**src/hw/rtl/sqjd_pkg.sv**
```systemverilog
// shared types and constants for the shortest queue job dispatcher
// no dependencies; imported by every module of the block
`default_nettype none

package sqjd_pkg;

   // fixed field widths
   localparam int PAGE_W      = 4;
   localparam int CNT_W       = 5;
   localparam int CAP_W       = 5;
   localparam int CHOSEN_W    = 2;
   localparam int OUT_QUEUES  = 4;
   localparam int REQ_TDATA_W = 8;
   localparam int RSP_TDATA_W = 32;

   localparam logic [CAP_W-1:0] CAP_RESET = 5'd10;

   // controller states
   typedef enum logic [1:0] {
      ST_IDLE,
      ST_READ,
      ST_SERVE
   } sqjd_state_type;

   // commands from the controller to the datapath
   typedef struct packed {
      logic push;
      logic serve;
   } sqjd_cmd_type;

endpackage

`default_nettype wire

```
**src/hw/rtl/sqjd_ctrl.sv**
```systemverilog
// controller state machine for the shortest queue job dispatcher
// depends on sqjd_pkg; drives push and serve commands to sqjd_datapath
`default_nettype none

module sqjd_ctrl
   import sqjd_pkg::*;
(
   input  wire logic         clock,
   input  wire logic         reset,
   input  wire logic         req_tvalid,
   output logic              req_tready,
   output logic              rsp_tvalid,
   input  wire logic         rsp_tready,
   output sqjd_cmd_type      cmd,
   output sqjd_state_type    state
);

   sqjd_state_type state_ff, state_in;
   logic           rsp_valid_ff, rsp_valid_in;

   // state and result valid registers
   always_ff @(posedge clock) begin
      if (reset) begin
         state_ff     <= ST_IDLE;
         rsp_valid_ff <= 1'b0;
      end else begin
         state_ff     <= state_in;
         rsp_valid_ff <= rsp_valid_in;
      end
   end

   // next state and commands
   always_comb begin
      state_in   = state_ff;
      cmd.push   = 1'b0;
      cmd.serve  = 1'b0;
      req_tready = 1'b0;
      case (state_ff)
         ST_IDLE: begin
            req_tready = 1'b1;
            if (req_tvalid) begin
               cmd.push = 1'b1;
               state_in = ST_READ;
            end
         end
         ST_READ: begin
            state_in = ST_SERVE;
         end
         ST_SERVE: begin
            // wait until the output register is free
            if (!rsp_valid_ff || rsp_tready) begin
               cmd.serve = 1'b1;
               state_in  = ST_IDLE;
            end
         end
         default: begin
            state_in = ST_IDLE;
         end
      endcase
   end

   // result word stays until taken
   always_comb begin
      if (cmd.serve)
         rsp_valid_in = 1'b1;
      else if (rsp_tready)
         rsp_valid_in = 1'b0;
      else
         rsp_valid_in = rsp_valid_ff;
   end

   assign rsp_tvalid = rsp_valid_ff;
   assign state      = state_ff;

endmodule

`default_nettype wire

```
**src/hw/rtl/sqjd_datapath.sv**
```systemverilog
// datapath: per-server ring memories, pointers, counters and result register
// depends on sqjd_pkg; commanded by sqjd_ctrl
`default_nettype none

module sqjd_datapath
   import sqjd_pkg::*;
#(
   parameter int QUEUE_DEPTH = 16,
   parameter int NUM_QUEUES  = 4
)
(
   input  wire logic                   clock,
   input  wire logic                   reset,
   input  wire sqjd_cmd_type           cmd,
   input  wire logic                   job_valid,
   input  wire logic [PAGE_W-1:0]      job_pages,
   input  wire logic                   csr_wen,
   input  wire logic [CAP_W-1:0]       csr_wdata,
   output logic [RSP_TDATA_W-1:0]      rsp_word
);

   localparam int PTR_W = (QUEUE_DEPTH > 1) ? $clog2(QUEUE_DEPTH) : 1;
   localparam int QI_W  = (NUM_QUEUES > 1) ? $clog2(NUM_QUEUES) : 1;
   localparam int DW    = $clog2(QUEUE_DEPTH + 1);
   localparam int EXT_W = CNT_W + DW;
   localparam logic [EXT_W-1:0] DEPTH_EXT = EXT_W'(QUEUE_DEPTH);
   localparam logic [PTR_W-1:0] PTR_LAST  = PTR_W'(QUEUE_DEPTH - 1);

   logic [CAP_W-1:0]  cap_ff;
   logic [PTR_W-1:0]  head_ff   [NUM_QUEUES];
   logic [PTR_W-1:0]  head_in   [NUM_QUEUES];
   logic [PTR_W-1:0]  tail_ff   [NUM_QUEUES];
   logic [PTR_W-1:0]  tail_in   [NUM_QUEUES];
   logic [CNT_W-1:0]  count_ff  [NUM_QUEUES];
   logic [CNT_W-1:0]  count_in  [NUM_QUEUES];
   logic [PAGE_W-1:0] lpages_ff [NUM_QUEUES];
   logic [PAGE_W-1:0] lpages_in [NUM_QUEUES];
   logic [PAGE_W-1:0] counted_ff[NUM_QUEUES];
   logic [PAGE_W-1:0] counted_in[NUM_QUEUES];
   logic              loaded_ff [NUM_QUEUES];
   logic              loaded_in [NUM_QUEUES];
   logic [PAGE_W-1:0] rdata_ff  [NUM_QUEUES];
   logic [NUM_QUEUES-1:0] write_en;
   logic [NUM_QUEUES-1:0] done_vec;

   logic [QI_W-1:0]   best;
   logic [EXT_W-1:0]  cap_ext;
   logic [EXT_W-1:0]  eff_cap;
   logic              full;
   logic              do_push;

   logic [CHOSEN_W-1:0] chosen_ff;
   logic                dropped_ff;

   logic [CHOSEN_W-1:0]  out_chosen_ff;
   logic                 out_dropped_ff;
   logic [CNT_W-1:0]     out_occ_ff [OUT_QUEUES];
   logic [OUT_QUEUES-1:0] out_done_ff;

   // capacity register
   always_ff @(posedge clock) begin
      if (reset)
         cap_ff <= CAP_RESET;
      else if (csr_wen)
         cap_ff <= csr_wdata;
   end

   // pick the shortest queue, lowest index on ties
   always_comb begin
      best = '0;
      for (int q = 1; q < NUM_QUEUES; q++) begin
         if (count_ff[q] < count_ff[best])
            best = QI_W'(q);
      end
   end

   // capacity check, clamped to the ring depth
   assign cap_ext = EXT_W'(cap_ff);
   assign eff_cap = (cap_ext > DEPTH_EXT) ? DEPTH_EXT : cap_ext;
   assign full    = (EXT_W'(count_ff[best]) >= eff_cap);
   assign do_push = cmd.push && job_valid && !full;

   // choice and drop flag for the word in flight
   always_ff @(posedge clock) begin
      if (cmd.push) begin
         chosen_ff  <= job_valid ? CHOSEN_W'(best) : '0;
         dropped_ff <= job_valid && full;
      end
   end

   // one server per queue: ring memory plus service counters
   for (genvar q = 0; q < NUM_QUEUES; q++) begin : g_queue
      logic [PAGE_W-1:0] mem [QUEUE_DEPTH];

      assign write_en[q] = do_push && (best == QI_W'(q));

      // ring memory, write at tail, registered read at head
      always_ff @(posedge clock) begin
         if (write_en[q])
            mem[tail_ff[q]] <= job_pages;
         rdata_ff[q] <= mem[head_ff[q]];
      end

      // next values: push in the accept cycle, service in the serve cycle
      always_comb begin
         head_in[q]    = head_ff[q];
         tail_in[q]    = tail_ff[q];
         count_in[q]   = count_ff[q];
         lpages_in[q]  = lpages_ff[q];
         counted_in[q] = counted_ff[q];
         loaded_in[q]  = loaded_ff[q];
         done_vec[q]   = 1'b0;
         if (write_en[q]) begin
            tail_in[q]  = (tail_ff[q] == PTR_LAST) ? '0 : tail_ff[q] + PTR_W'(1);
            count_in[q] = count_ff[q] + CNT_W'(1);
         end
         if (cmd.serve && (count_ff[q] != '0)) begin
            if (!loaded_ff[q]) begin
               lpages_in[q] = rdata_ff[q];
               loaded_in[q] = 1'b1;
            end else if (counted_ff[q] != lpages_ff[q]) begin
               counted_in[q] = counted_ff[q] + PAGE_W'(1);
            end else begin
               // last page done: pop and clear the server
               head_in[q]    = (head_ff[q] == PTR_LAST) ? '0 : head_ff[q] + PTR_W'(1);
               count_in[q]   = count_ff[q] - CNT_W'(1);
               loaded_in[q]  = 1'b0;
               lpages_in[q]  = '0;
               counted_in[q] = '0;
               done_vec[q]   = 1'b1;
            end
         end
      end

      // server control registers
      always_ff @(posedge clock) begin
         if (reset) begin
            head_ff[q]    <= '0;
            tail_ff[q]    <= '0;
            count_ff[q]   <= '0;
            lpages_ff[q]  <= '0;
            counted_ff[q] <= '0;
            loaded_ff[q]  <= 1'b0;
         end else begin
            head_ff[q]    <= head_in[q];
            tail_ff[q]    <= tail_in[q];
            count_ff[q]   <= count_in[q];
            lpages_ff[q]  <= lpages_in[q];
            counted_ff[q] <= counted_in[q];
            loaded_ff[q]  <= loaded_in[q];
         end
      end
   end

   // result register, loaded on serve
   always_ff @(posedge clock) begin
      if (cmd.serve) begin
         out_chosen_ff  <= chosen_ff;
         out_dropped_ff <= dropped_ff;
         for (int k = 0; k < OUT_QUEUES; k++) begin
            if (k < NUM_QUEUES) begin
               out_occ_ff[k]  <= count_in[k];
               out_done_ff[k] <= done_vec[k];
            end else begin
               out_occ_ff[k]  <= '0;
               out_done_ff[k] <= 1'b0;
            end
         end
      end
   end

   // pack the result word
   assign rsp_word = {5'b0, out_done_ff, out_occ_ff[3], out_occ_ff[2],
                      out_occ_ff[1], out_occ_ff[0], out_dropped_ff, out_chosen_ff};

endmodule

`default_nettype wire

```
**src/hw/rtl/shortest_queue_job_dispatcher_unit.sv**
```systemverilog
// top level of the join-shortest-queue job dispatcher
// depends on sqjd_pkg, sqjd_ctrl and sqjd_datapath
//
// channel  dir  handshake              payload
// req      in   req_tvalid/req_tready  tdata: job_valid, job_pages
// rsp      out  rsp_tvalid/rsp_tready  tdata: chosen_queue .. done_mask
// csr      in   csr_wen                csr_wdata: queue_capacity
//
// each word passes through accept and enqueue, head read from the ring
// memory, then service and result load; the registered memory read needs the middle step
// a new word is taken while the previous result still waits on rsp
// a result not taken holds the block in its service step
// synchronous reset clears all pointers, counters and the capacity to 10
`default_nettype none

module shortest_queue_job_dispatcher_unit
   import sqjd_pkg::*;
#(
   parameter int QUEUE_DEPTH = 16,
   parameter int NUM_QUEUES  = 4
)
(
   input  wire logic                    clock,
   input  wire logic                    reset,
   // [0] job_valid, [4:1] job_pages, [7:5] zero
   input  wire logic [REQ_TDATA_W-1:0]  req_tdata,
   input  wire logic                    req_tvalid,
   output logic                         req_tready,
   // [1:0] chosen_queue, [2] job_dropped, [7:3] occupancy_0, [12:8] occupancy_1,
   // [17:13] occupancy_2, [22:18] occupancy_3, [26:23] done_mask, [31:27] zero
   output logic [RSP_TDATA_W-1:0]       rsp_tdata,
   output logic                         rsp_tvalid,
   input  wire logic                    rsp_tready,
   input  wire logic                    csr_wen,
   input  wire logic [CAP_W-1:0]        csr_wdata
);

   sqjd_cmd_type   cmd;
   sqjd_state_type state;

   // controller
   sqjd_ctrl u_ctrl (
      .clock      (clock),
      .reset      (reset),
      .req_tvalid (req_tvalid),
      .req_tready (req_tready),
      .rsp_tvalid (rsp_tvalid),
      .rsp_tready (rsp_tready),
      .cmd        (cmd),
      .state      (state)
   );

   // datapath
   sqjd_datapath #(
      .QUEUE_DEPTH (QUEUE_DEPTH),
      .NUM_QUEUES  (NUM_QUEUES)
   ) u_datapath (
      .clock     (clock),
      .reset     (reset),
      .cmd       (cmd),
      .job_valid (req_tdata[0]),
      .job_pages (req_tdata[PAGE_W:1]),
      .csr_wen   (csr_wen),
      .csr_wdata (csr_wdata),
      .rsp_word  (rsp_tdata)
   );

   // an accepted word keeps the input closed for the read and serve steps
   assert property (@(posedge clock) disable iff (reset)
      (req_tvalid && req_tready) |=> !req_tready ##1 !req_tready)
      else $error("input reopened before the word was served");

   // a new result only comes out of the service step
   assert property (@(posedge clock) disable iff (reset)
      $rose(rsp_tvalid) |-> $past(state == ST_SERVE))
      else $error("result raised outside the service step");

   // queues 0 and 1 hold no more than the ring depth
   assert property (@(posedge clock) disable iff (reset)
      rsp_tvalid |-> (rsp_tdata[7:3] <= CNT_W'(QUEUE_DEPTH > 31 ? 31 : QUEUE_DEPTH))
                  && (rsp_tdata[12:8] <= CNT_W'(QUEUE_DEPTH > 31 ? 31 : QUEUE_DEPTH)))
      else $error("queue occupancy beyond ring depth");

endmodule

`default_nettype wire
```
**config.mk**
```make
export PLATFORM = sky130hd
export DESIGN_NAME = shortest_queue_job_dispatcher_unit
export DESIGN_NICKNAME = d
export VERILOG_FILES = /design/src/hw/rtl/sqjd_pkg.sv /design/src/hw/rtl/sqjd_ctrl.sv /design/src/hw/rtl/sqjd_datapath.sv /design/src/hw/rtl/shortest_queue_job_dispatcher_unit.sv
export SDC_FILE = /design/constraint.sdc
export NUM_CORES = 1
export LEC_CHECK = 0
export BUFFER_PORTS_ARGS = -buffer_cell sky130_fd_sc_hd__buf_2
export CORE_ASPECT_RATIO = 0.5
export CORE_UTILIZATION = 35
export DETAILED_ROUTE_END_ITERATION = 12
export PLACE_DENSITY_LB_ADDON = 0.08
export SLEW_MARGIN = 30
export SYNTH_ARGS = -nofsm -noshare
export SYNTH_HDL_FRONTEND = slang
export SYNTH_HIERARCHICAL = 1
export SYNTH_SLANG_ARGS = --single-unit
```
**constraint.sdc**
```tcl
create_clock -name clock -period 7.6 [get_ports clock]
set_input_delay 0.38 -clock clock [delete_from_list [all_inputs] [get_ports clock]]
set_output_delay 0.38 -clock clock [all_outputs]
set_load 0.02 [all_outputs]
```
==> flow_summary_export.csv, run 1 <==
group,metric,value,unit
status,status,"complete, no violations",
synth,ys_warn_count,6,
sta,worst_pin_slew,769,ps
global_route,antenna_found_initial,2,
setup_path,crit_path_frequent_cell,"ha_1",
power_and_ir_drop,p_total,4660,uW
floorplan,ioPinCount,52,
layout,nets,1330,
place,gp_congestion,0.779,
setup_path,reg2reg_to,"u_datapath/g_queue[1].mem[2][2]",
clocking,clock_sinks,398,
synth,yosys.cell_types.count,77,
synth,netlist_instances,1183,
setup_path,arrival,7450,ps
place,io_buffers,43,
setup_path,startpoint_type,"flop",
detailed_routing,first_pass_iters,5,
setup_path,r2r-start,"u_datapath/count_ff[0][1]",
detailed_routing,route.vias.total,9891,
worst_hold_path,whs_endpoint,"u_datapath/cap_ff[1]",
clocking,htreeDepth,2,
global_route,grt_max_degree,79,
global_route,grt_first_pass_wirelength,57900,um
global_route,grt_remaining_overflow,0,
setup_path,r2r_cells,28,
layout,area_growth,15.0,%
floorplan,die_w,314,um
clocking,clock_path_buffers,3,
synth,ys_ff_latch,398,
layout,utilization,0.413,
clocking,clk_latency,550,ps
worst_hold_path,hold_path.class,"input port to flop",
sta,period_needed,7210,ps
synth,synth_top_area_frac,0.504,
floorplan,std_cell_rows,56,
clocking,clock-root-buffer,"clkbuf_16",
synth,synth_edf_count,286,
sta,clock-skew-final,24.5,ps
synth,yosys-top-cells-area,"edfxtp_1 50%, dfxtp_1 13%, mux4_2 11%, ha_1 3.6%, nor2_1 2.5%",
sta,drv_slew,0,
floorplan,start_util,0.359,
detailed_routing,wl,37100,um
sta,timing.final.crit_share,0.948,
sta,fmax,0.139,GHz
setup_path,endpoint_kind,"flop",
floorplan,die_area,49600,um^2
worst_hold_path,worstHoldStart,"csr_wdata[1]",
clocking,cts_made_buffers,40,
setup_path,critPathMaxFanout,15,
power_and_ir_drop,pwr_density_cell,238,nW/um^2
place,pre_cts_ws,157,ps
floorplan,die_h,158,um
run,drv_cap,0,
synth,synth_ff_type,"edfxtp_1",
sta,hold_ws,57.8,ps
setup_path,critical_path.slowest_cell,"a311o_2",
detailed_routing,drc,0,
detailed_routing,drt_iter0_markers,816,
clocking,tritoncts,"built",
synth,syn_avg_cell_area,14.4,um^2
synth,syn_area,17000,um^2
synth,synth_top_area_cell,"edfxtp_1",
layout,drive_gt1_frac,0.217,
synth,ys_seq_area_frac,0.635,
layout,nFillCells,4307,
setup_path,critPathKind,"flop to flop",
global_route,grt_usage,0.153,
sta,maxSlewHeadroom,0.481,
power_and_ir_drop,leakagePower,0.00678,uW
sta,setup_violations,0,
floorplan,core-area,47400,um^2
sta,setup_ws,395,ps
detailed_routing,wire_per_inst,19.2,um
clocking,clkSlewWorstSetupHoldPaths,60,ps
setup_path,worst_path_largest_cell_delay,500,ps
setup_path,crit_required,7850,ps
power_and_ir_drop,ir_worst_vdd,0.000156,V
detailed_routing,final_antenna_net_count,0,
worst_hold_path,hold_depth,3,
place,dp_hpwl,24800,um
global_route,grt_pass1_vias,9794,
detailed_routing,viasPerCell,5.11,
synth,synthArstFlopShare,0,
setup_path,rrSetupSlack,390,ps
sta,hold_viol,0,
sta,tns,0,ps
## cell families after synthesis
| logic type | after synthesis | share of synthesized area |
|---|---|---|
| XOR/XNOR | 36 | 0.0185 |
| multiplexers | 106 | 0.121 |
| adder cells (fa/ha/maj) | 49 | 0.0360 |
| AO/OA/AOI/OAI | 161 | 0.0651 |
| other | 1 | 0.000220 |
| AND/OR/NAND/NOR | 338 | 0.0998 |
| buffers and inverters | 94 | 0.0236 |
| flip-flops | 398 | 0.635 |
## worst max-delay path by stage
stage	start	slack (ps)	cells past startpoint	end
floorplan	u_datapath/count_ff[0][2]	600	29	u_datapath/g_queue[2].mem[3][0]
global placement	u_datapath/count_ff[0][1]	170	31	u_datapath/g_queue[0].mem[3][1]
detailed placement	u_datapath/count_ff[0][1]	160	28	u_datapath/g_queue[1].mem[4][3]
CTS	u_datapath/count_ff[0][1]	70	28	u_datapath/g_queue[1].mem[4][1]
global route	u_datapath/count_ff[0][1]	-40	31	u_datapath/g_queue[0].mem[11][2]
finish	u_datapath/count_ff[0][1]	390	28	u_datapath/g_queue[1].mem[2][2]
## stage by stage
step,std cells,cell area [um^2]
final,1934,19600
after global routing,1933,19600
after CTS,1928,19500
after detailed placement,1854,18200
after global placement,1854,18200
after floorplan,1187,17100
## repair_timing
action,4_1_cts,5_1_grt
hold buffers,0,0
setup buffers,0,4
setup endpoints to repair,0,303
gates resized for setup,0,18
## worst max-delay path, delay by kind of cell, from the launching register on
family,cells,cell delay [ps]
AO/OA/AOI/OAI,12,2880
adder cells (fa/ha/maj),4,1190
buffers and inverters,3,450
flip-flops,1,440
multiplexers,1,280
AND/OR/NAND/NOR,8,1660
## synth_stat cells (all sizes together) (4+ instances only)
library cell and number:
a21oi 47, inv 32, nor3 25, mux4 80, ha 49, nand2b 10
nand2 60, nand4 7, o21ai 27, a21boi 4, dfxtp 112, xnor2 19
clkbuf 38, mux2i 19, a21o 6, o211ai 6, or3 8, a22oi 19
o21a 7, nor2 116, buf 24, nand3b 4, and2 18, xor2 17
nor4 8, nand3 19, edfxtp 286, mux2 7, a311oi 7, a41oi 5
nor2b 19, and3 31, a31oi 10
## placed cells by master (no fill, tap or decap), types with 10 or more instances in the layout
cell type / instances
mux2i_1: 18
clkbuf_16: 45
a21oi_1: 44
buf_2: 40
nor3_1: 23
and2_1: 18
clkbuf_1: 15
o21ai_0: 22
ha_1: 49
nor2b_1: 17
xnor2_1: 19
edfxtp_1: 286
xor2_1: 17
a22oi_1: 19
and3_1: 31
nand2_1: 59
nand3_1: 19
dfxtp_1: 108
buf_4: 54
mux4_2: 80
nor2_1: 109
inv_1: 29
nand2b_1: 10
## cell type report
type / instances / area, um^2 / area share
Timing Repair Buffer: 96 / 653 / 0.0333
Clock inverter: 10 / 58.8 / 0.00300
Clock buffer: 64 / 1240 / 0.0631
Inverter: 32 / 120 / 0.00613
Tap cell: 638 / 798 / 0.0407
Antenna cell: 1 / 2.50 / 0.000128
Sequential cell: 398 / 10800 / 0.553
Multi-Input combinational cell: 695 / 5900 / 0.301
## state kept, by name, indices dropped and copies added, names as in the netlist
| signal | flops |
|---|---|
| u_datapath/g_queue.mem | 256 |
| u_datapath/count_ff | 20 |
| u_datapath/out_occ_ff | 20 |
| u_datapath/counted_ff | 16 |
| u_datapath/head_ff | 16 |
| u_datapath/lpages_ff | 16 |
| u_datapath/rdata_ff | 16 |
| u_datapath/tail_ff | 16 |
| u_datapath/cap_ff | 5 |
| u_datapath/loaded_ff | 4 |
| u_datapath/out_done_ff | 4 |
| u_ctrl/state | 2 |
| u_datapath/chosen_ff | 2 |
| u_datapath/out_chosen_ff | 2 |
| u_ctrl/rsp_tvalid | 1 |
| u_datapath/dropped_ff | 1 |
| u_datapath/out_dropped_ff | 1 |
## layer usage
metal | vias to the layer above | wire length (um) | track usage
met2 | 177 | 16700 | 0.241
li1 | 4658 | - | -
met4 | 0 | 709 | 0.0390
met1 | 4996 | 18100 | 0.219
met5 | - | 0 | 0
met3 | 60 | 1640 | 0.0263
## where the power goes
part | switching (uW) | leakage, uW | internal, uW
Sequential | 12.6 | 0.00349 | 2350
Clock | 817 | 0.000632 | 1120
Combinational | 219 | 0.00265 | 145
Total | 1050 | 0.00678 | 3620
Note: power is estimated with default switching activity, not from simulation.
==> run 2: changes to the inputs <==
--- a/config.mk
+++ b/config.mk
@@ -7,4 +7,5 @@
 export LEC_CHECK = 0
 export BUFFER_PORTS_ARGS = -buffer_cell sky130_fd_sc_hd__buf_2
+export CAP_MARGIN = 20
 export CORE_ASPECT_RATIO = 0.5
 export CORE_UTILIZATION = 35
==> constraint.sdc (replaced) <==
create_clock -name clock -period 9.2 [get_ports clock]
set_input_delay 0.46 -clock clock [delete_from_list [all_inputs] [get_ports clock]]
set_output_delay 0.46 -clock clock [all_outputs]
set_load 0.01 [all_outputs]
==> run 2 against run 1 <==
Net effect: wire length down 2.8%; largest cell class unchanged; first-iteration DRC count down 9.3%; hold slack better by 70 ps; fmax down 15%.
==> flow_summary_export.csv, run 2 (synthesized netlist as in run 1, its figures left out) <==
group,metric,value,unit
status,status,"complete, no violations",
power_and_ir_drop,pwr_density_cell,197,nW/um^2
global_route,grt_first_pass_wirelength,56800,um
setup_path,critPathKind,"flop to flop",
worst_hold_path,hold_path.class,"input port to flop",
detailed_routing,final_antenna_net_count,0,
layout,mostFrequentLayoutCells,"286 x edfxtp_1, 115 x nor2_1, 109 x dfxtp_1",
run,drv_cap,0,
power_and_ir_drop,ir_worst_vdd,0.000147,V
global_route,top_usage_layer,"met2",
global_route,globalRouteMet1Util,0.217,
clocking,clock_sinks,398,
power_and_ir_drop,leakagePower,0.00658,uW
setup_path,rrSetupSlack,710,ps
sta,fmax,0.118,GHz
layout,utilization,0.405,
floorplan,ioPinCount,52,
sta,timing.final.crit_share,0.923,
place,dp_hpwl,24100,um
setup_path,arrival,8660,ps
setup_path,critPathMaxFanout,15,
setup_path,crit_required,9370,ps
sta,tns,0,ps
sta,drv_slew,0,
clocking,clk_latency,550,ps
global_route,use_met3,0.0320,
setup_path,cp-endpoint,"u_datapath/g_queue[2].mem[15][3]",
detailed_routing,drc,0,
sta,worst_pin_slew,855,ps
clocking,ctsResizeCount,0,
floorplan,die_w,314,um
floorplan,core-area,47400,um^2
detailed_routing,route.vias.total,9655,
layout,post-route-cell-area,19200,um^2
layout,nFillCells,4331,
layout,regArea,10800,um^2
detailed_routing,wl,36100,um
clocking,clkSlewWorstSetupHoldPaths,60,ps
layout,area_growth,12.8,%
sta,hold_ws,128,ps
sta,rsz0062_at_grt,"false",
sta,clock-skew-final,25.8,ps
place,gp_congestion,0.771,
place,io_buffers,43,
clocking,clock_path_buffers,3,
sta,hold_viol,0,
setup_path,r2r-start,"u_datapath/count_ff[1][4]",
detailed_routing,first_pass_iters,6,
setup_path,cp-startpoint,"u_datapath/count_ff[1][4]",
setup_path,endpoint_kind,"flop",
setup_path,reg2reg_to,"u_datapath/g_queue[2].mem[15][3]",
floorplan,start_util,0.359,
clocking,holdBufCountCts,0,
clocking,post_cts_buffers,0,
detailed_routing,viasPerCell,5.09,
layout,multi_input_area,5840,um^2
clocking,cts_made_buffers,39,
floorplan,std_cell_rows,56,
sta,maxSlewHeadroom,0.429,
layout,largest_reg_flops,256,
global_route,grt_max_degree,65,
layout,mostFrequentLayoutCell,"edfxtp_1",
setup_path,startpoint_type,"flop",
global_route,grt_pass1_vias,9696,
detailed_routing,wire_per_inst,19.0,um
setup_path,r2r_cells,24,
layout,nets,1293,
floorplan,die_h,158,um
clocking,tritoncts,"built",
layout,drive_gt1_frac,0.187,
sta,setup_violations,0,
sta,period_needed,8490,ps
global_route,grt_usage,0.150,
global_route,grt_use_met2,0.229,
floorplan,die_area,49600,um^2
place,dpl_cell_area,17900,um^2
clocking,clock-root-buffer,"clkbuf_16",
global_route,antenna_found_initial,1,
global_route,grt_remaining_overflow,0,
clocking,htreeDepth,2,
detailed_routing,drt_iter0_markers,740,
run 2: changes by cell type in the layout (fill, tap and decap cells not counted), sizes merged:
cell    before  now
bufinv       0    1
inv         32   33
clkinv      10    8
buf         96   60
clkbuf      64   62
run 2: how the worst min path moves through the flow:
stage / from / to / cells past startpoint
6_report: csr_wdata[3] / u_datapath/cap_ff[3] / 3
5_1_grt: csr_wdata[3] / u_datapath/cap_ff[3] / 3
4_1_cts: csr_wdata[3] / u_datapath/cap_ff[3] / 3
3_5_place_dp: u_datapath/dropped_ff / u_datapath/out_dropped_ff / 0
3_3_place_gp: u_datapath/chosen_ff[1] / u_datapath/out_chosen_ff[1] / 0
2_1_floorplan: u_datapath/chosen_ff[0] / u_datapath/out_chosen_ff[0] / 0
run 2: area by class of cell:
type | count | area share
repair buffers | 60 | 0.0180
clock inverters | 10 | 0.00592
inverters | 32 | 0.00625
clock buffers | 62 | 0.0607
multi-input cells | 695 | 0.304
diodes | 1 | 0.000130
well taps | 638 | 0.0415
flip-flops and latches | 398 | 0.564
run 2: critical path: stages, from the launching register on:
cell and delay, ps:
dfxtp_1 510, ha_1 350, a21oi_1 470, o21ai_1 310
mux2i_1 310, ha_1 300, and4_1 290, a21boi_0 170
o21a_1 150, a311o_2 480, nand2_1 100, o21ai_0 150
ha_1 330, nand4_1 210, o311ai_0 730, o21ai_1 250
nor2_1 390, a221oi_1 210, ha_1 310, or2_2 290
a31oi_1 310, o21a_1 470, buf_4 210, nand4_1 290
nor2_1 510
run 2: layer usage:
layer  wire, um  share of wire  up-vias
li1           -              -     4598
met2      15900           0.44      169
met3       1660          0.046       46
met5          0              0        -
met1      18000           0.50     4842
met4        525          0.015        0
run 2: stage by stage:
step	instances	setup WS, ps	total power, uW
6_report	1896	709	3790
5_1_grt	1895	86.9	3950
4_1_cts	1895	590	3850
3_5_place_dp	1823	566	2240
3_3_place_gp	1823	780	2240
2_1_floorplan	1187	2200	2150
run 2: where the power goes:
part	switching, uW	leakage, uW	internal [uW]
logic	164	0.00246	82.4
registers	12.8	0.00349	1940
clock network	681	0.000629	909
==> run 3: changes to the inputs <==
- CORE_ASPECT_RATIO: 0.5 -> not set
==> run 3 against run 2 <==
Net effect: total power is 3.4% higher; design area up 0.40%; final cell count is 0.95% lower; register-to-register slack better by 97 ps; critical path type unchanged; fmax rose by 1.2%; critical endpoint is now u_datapath/g_queue[1].mem[0][2].
==> flow_summary_export.csv, run 3 (synthesized netlist as in run 1, its figures left out) <==
group,metric,value,unit
sta,tns,0,ps
clocking,holdBufCountCts,0,
power_and_ir_drop,switching_share,0.220,
sta,setup_violations,0,
setup_path,critical_path.slowest_cell,"o311ai_0",
floorplan,core-area,47800,um^2
clocking,htreeDepth,2,
setup_path,reg2reg_to,"u_datapath/g_queue[1].mem[0][2]",
floorplan,die_area,49600,um^2
detailed_routing,viasPerCell,5.05,
power_and_ir_drop,intPower,3050,uW
global_route,grt_max_degree,65,
clocking,clk_latency,570,ps
sta,clock-skew-final,19.5,ps
run,drv_cap,0,
worst_hold_path,whs_endpoint,"u_datapath/cap_ff[1]",
floorplan,die_w,223,um
setup_path,crit_required,9380,ps
setup_path,crit_family,"compound AO/OA/AOI/OAI gates",
sta,maxSlewHeadroom,0.360,
power_and_ir_drop,pwr_density_cell,203,nW/um^2
layout,nFillCells,4475,
global_route,grt_pass1_vias,9763,
setup_path,cp-startpoint,"u_datapath/count_ff[0][4]",
floorplan,ioPinCount,52,
place,gp_congestion,0.767,
sta,rsz0062_at_grt,"false",
global_route,grt_usage,0.149,
clocking,clock-root-buffer,"clkbuf_16",
setup_path,r2r-start,"u_datapath/count_ff[0][4]",
detailed_routing,drc,0,
global_route,grt_remaining_overflow,0,
setup_path,crit_path_frequent_cell,"ha_1",
clocking,post_cts_buffers,0,
layout,mostFrequentLayoutCell,"edfxtp_1",
power_and_ir_drop,power_frac_seq,0.499,
power_and_ir_drop,switching_power,864,uW
detailed_routing,wl,35900,um
place,io_buffers,43,
floorplan,die_h,223,um
detailed_routing,final_antenna_net_count,0,
global_route,antenna_found_initial,0,
setup_path,critPathKind,"flop to flop",
sta,drv_slew,0,
floorplan,start_util,0.356,
worst_hold_path,worstHoldStart,"csr_wdata[1]",
detailed_routing,first_pass_iters,5,
layout,antenna_cells,0,
sta,worst_pin_slew,959,ps
power_and_ir_drop,p_total,3920,uW
setup_path,r2r_cells,25,
power_and_ir_drop,power.share.clock,0.440,
power_and_ir_drop,leakagePower,0.00663,uW
layout,drive_gt1_frac,0.188,
detailed_routing,wire_per_inst,19.1,um
layout,largest_reg_flops,256,
detailed_routing,route.vias.total,9483,
power_and_ir_drop,ir_worst_vdd,0.000141,V
sta,fmax,0.119,GHz
clocking,clkSlewWorstSetupHoldPaths,60,ps
layout,area_growth,13.2,%
clocking,clock_sinks,398,
worst_hold_path,hold_path.class,"input port to flop",
layout,nets,1297,
clocking,ctsResizeCount,0,
status,status,"complete, no violations",
place,dp_hpwl,23800,um
clocking,cts_made_buffers,45,
sta,timing.final.crit_share,0.912,
global_route,grt_first_pass_wirelength,57000,um
power_and_ir_drop,combPwrFrac,0.061,
setup_path,rrSetupSlack,810,ps
layout,mostFrequentLayoutCells,"286 x edfxtp_1, 115 x nor2_1, 110 x dfxtp_1",
setup_path,worst-path-buf-inv,1,
setup_path,worst_path_largest_cell_delay,730,ps
setup_path,endpoint_kind,"flop",
setup_path,critPathMaxFanout,15,
sta,period_needed,8390,ps
setup_path,arrival,8580,ps
setup_path,startpoint_type,"flop",
clocking,tritoncts,"built",
clocking,clock_path_buffers,3,
detailed_routing,drt_iter0_markers,598,
worst_hold_path,hold_depth,3,
sta,hold_viol,0,
floorplan,std_cell_rows,80,
[run 3: cell types whose count changed in the layout (fill, tap and decap cells not counted), moves of 3 or more]
| cell | before | now |
|---|---|---|
| bufinv_16 | 1 | 4 |
| clkbuf_1 | 13 | 10 |
| clkbuf_16 | 41 | 45 |
| clkbuf_8 | 6 | 3 |
| clkinv_1 | 2 | 7 |
| clkinv_2 | 3 | 10 |
[run 3: cell type report]
type	instances	area [um^2]	share of cell area
Clock inverter	22	205	0.0106
Sequential cell	398	10800	0.561
Tap cell	615	769	0.0399
Multi-Input combinational cell	695	5840	0.302
Inverter	32	120	0.00622
Timing Repair Buffer	58	330	0.0171
Clock buffer	58	1200	0.0624
[run 3: how the worst max path moves through the flow]
| stage | endpoint | slack [ps] | depth (start not counted) |
|---|---|---|---|
| after floorplan | u_datapath/g_queue[2].mem[3][0] | 2200 | 29 |
| after global placement | u_datapath/g_queue[1].mem[1][1] | 900 | 25 |
| after detailed placement | u_datapath/g_queue[1].mem[0][2] | 780 | 25 |
| after CTS | u_datapath/g_queue[1].mem[0][2] | 750 | 25 |
| after global routing | u_datapath/g_queue[1].mem[0][2] | 20 | 25 |
| final | u_datapath/g_queue[1].mem[0][2] | 810 | 25 |
[run 3: power groups by stage]
stage	clock, uW	sequential [uW]	combinational (uW)
floorplan	0	1990	164
global placement	0	1990	238
detailed placement	0	1990	239
CTS	1780	1960	240
global route	1850	1960	266
finish	1720	1960	237
[run 3: worst reg2reg max path: stages (launching register included)]
cell	delay [ps]
dfxtp_1	430
inv_1	120
ha_1	360
a21oi_1	470
o21ai_1	310
mux2i_1	270
ha_1	280
and4_1	280
a21boi_0	180
o21a_1	150
a311o_2	480
nand2_1	100
o21ai_0	110
ha_1	320
nand4_1	230
o311ai_0	730
o21ai_1	280
nor2_1	290
a221oi_1	150
ha_1	300
or2_2	280
a31oi_1	300
o21a_1	420
and2_1	420
nand2_1	230
nor3_1	530
[run 3: metrics by stage]
step / std cells / utilization / hold WS, ps / cell area, um^2 / setup WS [ps]
after global routing: 1878 / 0.403 / 131 / 19300 / 15.8
after CTS: 1878 / 0.403 / 103 / 19300 / 753
after global placement: 1798 / 0.374 / 410 / 17900 / 897
final: 1878 / 0.403 / 137 / 19300 / 807
after detailed placement: 1798 / 0.374 / 405 / 17900 / 780
after floorplan: 1187 / - / 400 / 17100 / 2200
[run 3: metal layers]
metal / wire, um / global-route usage
met5: 0 / 0
met4: 678 / 0.0405
met3: 1310 / 0.0287
met2: 16600 / 0.238
met1: 17400 / 0.208
